--- src/hw/rtl/dte_pkg.sv ---
// Shared types and constants for the device table engine.
`timescale 1ns / 1ps

package dte_pkg;

    localparam int DEPTH_DEF = 64;

    localparam logic [15:0] NO_VENDOR = 16'hFFFF;
    localparam logic [7:0]  SYN_BUS   = 8'hFE;

    localparam int IN_DATA_W  = 200;
    localparam int OUT_DATA_W = 192;

    typedef enum logic [2:0] {
        OP_CLEAR      = 3'd0,
        OP_INS_PROBED = 3'd1,
        OP_INS_SYNTH  = 3'd2,
        OP_FIND_LOC   = 3'd3,
        OP_FIND_IDS   = 3'd4,
        OP_FIND_CLASS = 3'd5,
        OP_REMOVE     = 3'd6
    } t_op;

    typedef enum logic [2:0] {
        ST_OK        = 3'd0,
        ST_NOT_FOUND = 3'd1,
        ST_FULL      = 3'd2,
        ST_BAD_INDEX = 3'd3,
        ST_NOT_SYNTH = 3'd4,
        ST_NO_DEVICE = 3'd5
    } t_status;

    typedef struct packed {
        logic [7:0]  bus;
        logic [4:0]  slot;
        logic [2:0]  func;
        logic [15:0] vendor;
        logic [15:0] product;
        logic [7:0]  cls;
        logic [7:0]  sub;
    } t_key;

    typedef struct packed {
        logic [7:0]  bus;
        logic [4:0]  slot;
        logic [2:0]  func;
        logic [15:0] vendor;
        logic [15:0] product;
        logic [7:0]  cls;
        logic [7:0]  sub;
        logic        syn;
        logic [63:0] base;
        logic [63:0] size;
    } t_entry;

endpackage

--- src/hw/rtl/dte_match.sv ---
// Shared key compare unit used by the lookup scan.
`timescale 1ns / 1ps

module dte_match
    import dte_pkg::*;
(
    input  t_op    i_op,
    input  t_key   i_key,
    input  t_entry i_ent,
    output logic   o_hit
);

    always_comb begin
        unique case (i_op)
            OP_FIND_LOC: begin
                o_hit = (i_ent.bus == i_key.bus) && (i_ent.slot == i_key.slot) &&
                        (i_ent.func == i_key.func);
            end
            OP_FIND_IDS: begin
                o_hit = (i_ent.vendor == i_key.vendor) &&
                        (i_ent.product == i_key.product);
            end
            OP_FIND_CLASS: begin
                o_hit = (i_ent.cls == i_key.cls) && (i_ent.sub == i_key.sub);
            end
            default: begin
                o_hit = 1'b0;
            end
        endcase
    end

endmodule

--- config.mk ---
export PLATFORM = sky130hd
export DESIGN_NAME = dte_match
export DESIGN_NICKNAME = d
export VERILOG_FILES = /design/src/hw/rtl/dte_pkg.sv /design/src/hw/rtl/dte_match.sv
export SDC_FILE = /design/constraint.sdc
export NUM_CORES = 1
export LEC_CHECK = 0
export BUFFER_PORTS_ARGS = -buffer_cell sky130_fd_sc_hd__buf_2
export CAP_MARGIN = 20
export CORE_AREA = 8 8 95 97
export DETAILED_ROUTE_END_ITERATION = 10
export DIE_AREA = 0 0 103 105
export GPL_TIMING_DRIVEN = 0
export PLACE_DENSITY_LB_ADDON = 0.08
export SLEW_MARGIN = 25
export SYNTH_ARGS = -nofsm -noshare
export SYNTH_HDL_FRONTEND = slang
export SYNTH_SLANG_ARGS = --single-unit
--- constraint.sdc ---
create_clock -name vclk -period 3
set_input_delay 0.6 -clock vclk [all_inputs]
set_output_delay 0.6 -clock vclk [all_outputs]
set_load 0.02 [all_outputs]
# --- Word level (Yosys, flattened, before mapping) ---
# Index checks and enable logic that the tools add are counted.
word_totals:
  output_inout_bits: 1
  reg_bits: 0
  in_bits: 260
classes:
  eq_ne: 10
  n_reduce_logical: 4
  n_mux: 1
ops:
  columns: ["cell", "n"]
  rows:
  - ["16-bit == test", 2]
  - ["8-bit == test", 3]
  - ["3-bit == test, second input constant", 2]
  - ["5-bit == test", 1]
  - ["1-bit logical AND", 4]
  - ["3-bit by 2-bit == test with 1-bit output, second input constant", 1]
  - ["3-bit == test", 1]
  - ["1-bit one-hot mux with 3 select lines", 1]

# --- Longest topological paths before layout ---
logic_depth:
  depth_word: 4
  depth_mapped: 5
  depth_no_buf: 5

# --- Worst setup path after synthesis ---
# No wires, ideal clock.
synth_timing:
  path_type: "input to output"
  start: "input port i_key[14] in the netlist's numbering"
  end: "output port o_hit"
  cell_stages: 5
  arrival_time_ps: 1675
  path_slack_ps: 725
  path_cell_list: "xor2_1 or3b_1 nor4_1 nand4_1 o211ai_1"
synth_between:
  elab_chain_len: 3
synth_lines:
  columns: ["element", "line", "rtl"]
  rows:
  - ["start: declaration", "dte_match.sv:8", "input t_key i_key,"]
  - ["8-bit == test", "dte_match.sv:24", "o_hit = (i_ent.cls == i_key.cls) && (i_ent.sub == i_key.sub);"]
  - ["1-bit logical AND", "dte_match.sv:24", null]
  - ["1-bit one-hot mux with 3 select lines", "dte_match.sv:14", "unique case (i_op)"]
  - ["end: declaration", "dte_match.sv:10", "output logic o_hit"]
# No other way between the ends.

# --- Final worst setup path ---
# Same ends and word-level chain as after synthesis.

==> metrics.md <==
| Metric | Value |
|---|---|
| Post-layout net count | a little under 500 |
| Sort of element at the start of the critical path | primary input |
| Antenna violations before repair | 0 |
| Gate count after technology mapping | 89 |
| Worst path most repeated cell | sky130_fd_sc_hd__buf_2 |
| Count of antenna-violating nets left after detailed routing | 0 |
| Capture endpoint of the worst hold path | o_hit |
| Portion of synthesized cell area occupied by the leading cell type | between 60% and 70% |
| Wirelength, routed | just over 4000 µm |
| Worst path cell trace | buf_2 > xor2_1 > or3b_1 > nor4_1 > nand4_1 > o211ai_1 > buf_2 |
| Cells resized by post-CTS repair | 0 |
| Hold buffer count at CTS | 0 |
| Initial Utilization | 9.591% |
| HP Class | primary input to output port |
| Register area | 0 µm² |
| Vias in the first global route | between 1k and 1.5k |
| DRC viols | 0 |
| Largest area contributor in the netlist | sky130_fd_sc_hd__xnor2_1 |
| Highest achievable clock rate | roughly 380 MHz |
| Detailed-route vias per instance | around 3.3 |
| Residual overflow from global routing | 0 |
| Final period demand of the worst path | 2609 ps |
| Final critical-path share of the clock period | 86.98% |
| Number of warnings printed during yosys synthesis | 0 |
| Routed vias | between 1k and 1.5k |
| Count of unique library cells instantiated by Yosys | 9 |
| Buffers inserted by post-CTS timing repair | 0 |
| Final hold viol count | 0 |
| IO Pins | 261 |
| Count of placed standard cells including taps | around 320 |
| Pin count of the biggest net entering global routing | 4 |
| Count of flip-flops and latches | 0 |
| Share of the yosys chip area belonging to registers | 0% |
| Setup Total Neg Slack | 0 ps |
| Worst Path Arrival | between 2000 and 2500 ps |
| Power density normalized to cell area | approximately 120 nW/µm² |
| Setup repair after global routing missed its margin | no |
| Longest individual stage delay on the worst path | 410 ps |
| Iteration count of the initial detailed-routing pass | 3 |
| Slew Limit Fails | 0 |
| Ranking of synthesized cells by area | sky130_fd_sc_hd__xnor2_1 66%, sky130_fd_sc_hd__nand4_1 12%, sky130_fd_sc_hd__xor2_1 12% |
| Starting DRC count in detailed routing | 14 |
| Die Span X | approximately 100 µm |
| Detailed-route wire length per cell | around 13 µm |
| Combined area of all synthesized cells | about 720 µm² |
| Worst Hold Launch | i_ent[163] |
| Half-perimeter wire length after placement | about 4000 µm |
| # diodes | 0 |
| Vertical die dimension | about 110 µm |
| Status | complete, no violations |
| Number of max-cap violations | 0 |
| Critical path capture point type | output port |
| Critical path peak fanout | 1 |
| Core area | between 7000 and 8000 µm² |
| PortBufs | 132 |
| Leak Pwr | 0.6909 nW |
| Layout Area Growth over Synthesis | 109.2% |
| GPL Wtd Cong | around 0.67 |
| Peak ir drop on the vdd network | about 0.028 mV |
| Final setup violation count | 0 |
| Number of clock buffers in the layout | 0 |
| Number of rows in the core area | 32 |
| Proportion of layout cells with a drive suffix above 1 | between 50% and 60% |
| Worst slew margin | 73.83% |
| CP required | between 2000 and 2500 ps |
| Crit Path Class | primary input to output port |
| Post-route non-filler standard cell count | approximately 320 |
| GRT Resource Usage Total | slightly below 7% |
| Worst hold path cell count | 5 |
| Area of the die | 10820 µm² |
| Net count after synthesis | 349 |
| Critical-path cell with the highest stage delay | sky130_fd_sc_hd__or3b_1 |
| Pin slew with the least headroom to its limit | between 300 and 400 ps |
| Wire length of the first global-routing pass | roughly 6100 µm |
| Mean instance size in the synthesized netlist | 8.112 µm² |
[worst max-delay path by stage]
stage / from / end / cells past startpoint / slack (ps)
floorplan: i_key[14] / o_hit / 5 / 730
global placement: i_key[14] / o_hit / 7 / 350
detailed placement: i_key[14] / o_hit / 7 / 330
CTS: i_key[14] / o_hit / 7 / 310
global route: i_key[14] / o_hit / 7 / 260
finish: i_key[14] / o_hit / 7 / 390
[synth_stat cells]
| master | n |
|---|---|
| sky130_fd_sc_hd__o211ai_1 | 1 |
| sky130_fd_sc_hd__nand4b_1 | 1 |
| sky130_fd_sc_hd__nand2b_1 | 1 |
| sky130_fd_sc_hd__or3b_1 | 1 |
| sky130_fd_sc_hd__xnor2_1 | 54 |
| sky130_fd_sc_hd__nand4_1 | 14 |
| sky130_fd_sc_hd__xor2_1 | 10 |
| sky130_fd_sc_hd__nand3_1 | 1 |
| sky130_fd_sc_hd__nor4_1 | 6 |
[where the power goes]
part	switching (mW)	internal, mW	leakage (nW)
sequential	0	0	0
combinational	0.0661	0.118	0.691
clock	0	0	0
total	0.0661	0.118	0.691
[worst max-delay path, delay by kind of cell]
kind            cells  cell delay [ps]
simple gates        3              860
xor+xnor            1              140
compound gates      1              110
buf+inv             2              300
[cells by family after synthesis]
family,share of synthesized area [%]
AND/OR/NAND/NOR,21.32
XOR/XNOR,77.64
AO/OA/AOI/OAI,1.040
[metal layers]
layer | track usage, % | routed length (µm) | up-vias | share of wire (%)
li1 | - | - | 577 | -
met1 | 8.588 | 1724 | 408 | 42
met2 | 11.99 | 1827 | 71 | 44
met3 | 2.256 | 584 | 0 | 14
met4 | 0 | 0 | 0 | 0
met5 | 0 | 0 | - | 0
[layout make-up]
type | count | area [µm²]
Multi-Input combinational cell | 89 | 721.9
Tap cell | 102 | 127.6
Fill cell | 888 | 6017
Timing Repair Buffer | 132 | 660.6
[metrics by stage]
stage	setup WS (ps)	power, mW	hold slack (ps)	utilization (%)	area, µm²
2_1_floorplan	725.4	0.07919	1482	-	721.9
3_3_place_gp	347.5	0.1869	1667	20.06	1510
3_5_place_dp	325.7	0.1862	1668	20.06	1510
4_1_cts	310.4	0.1873	1673	20.06	1510
5_1_grt	257.2	0.2056	1714	20.06	1510
6_report	390.6	0.1836	1656	20.06	1510
[layout by cell type (no fill, tap or decap), drive strengths merged]
cell / Yosys / routed
buf: 0 / 132
nand2b: 1 / 1
xnor2: 54 / 54
nor4: 6 / 6
or3b: 1 / 1
nand4b: 1 / 1
xor2: 10 / 10
o211ai: 1 / 1
nand3: 1 / 1
nand4: 14 / 14
(Power assumes the default switching activity.)
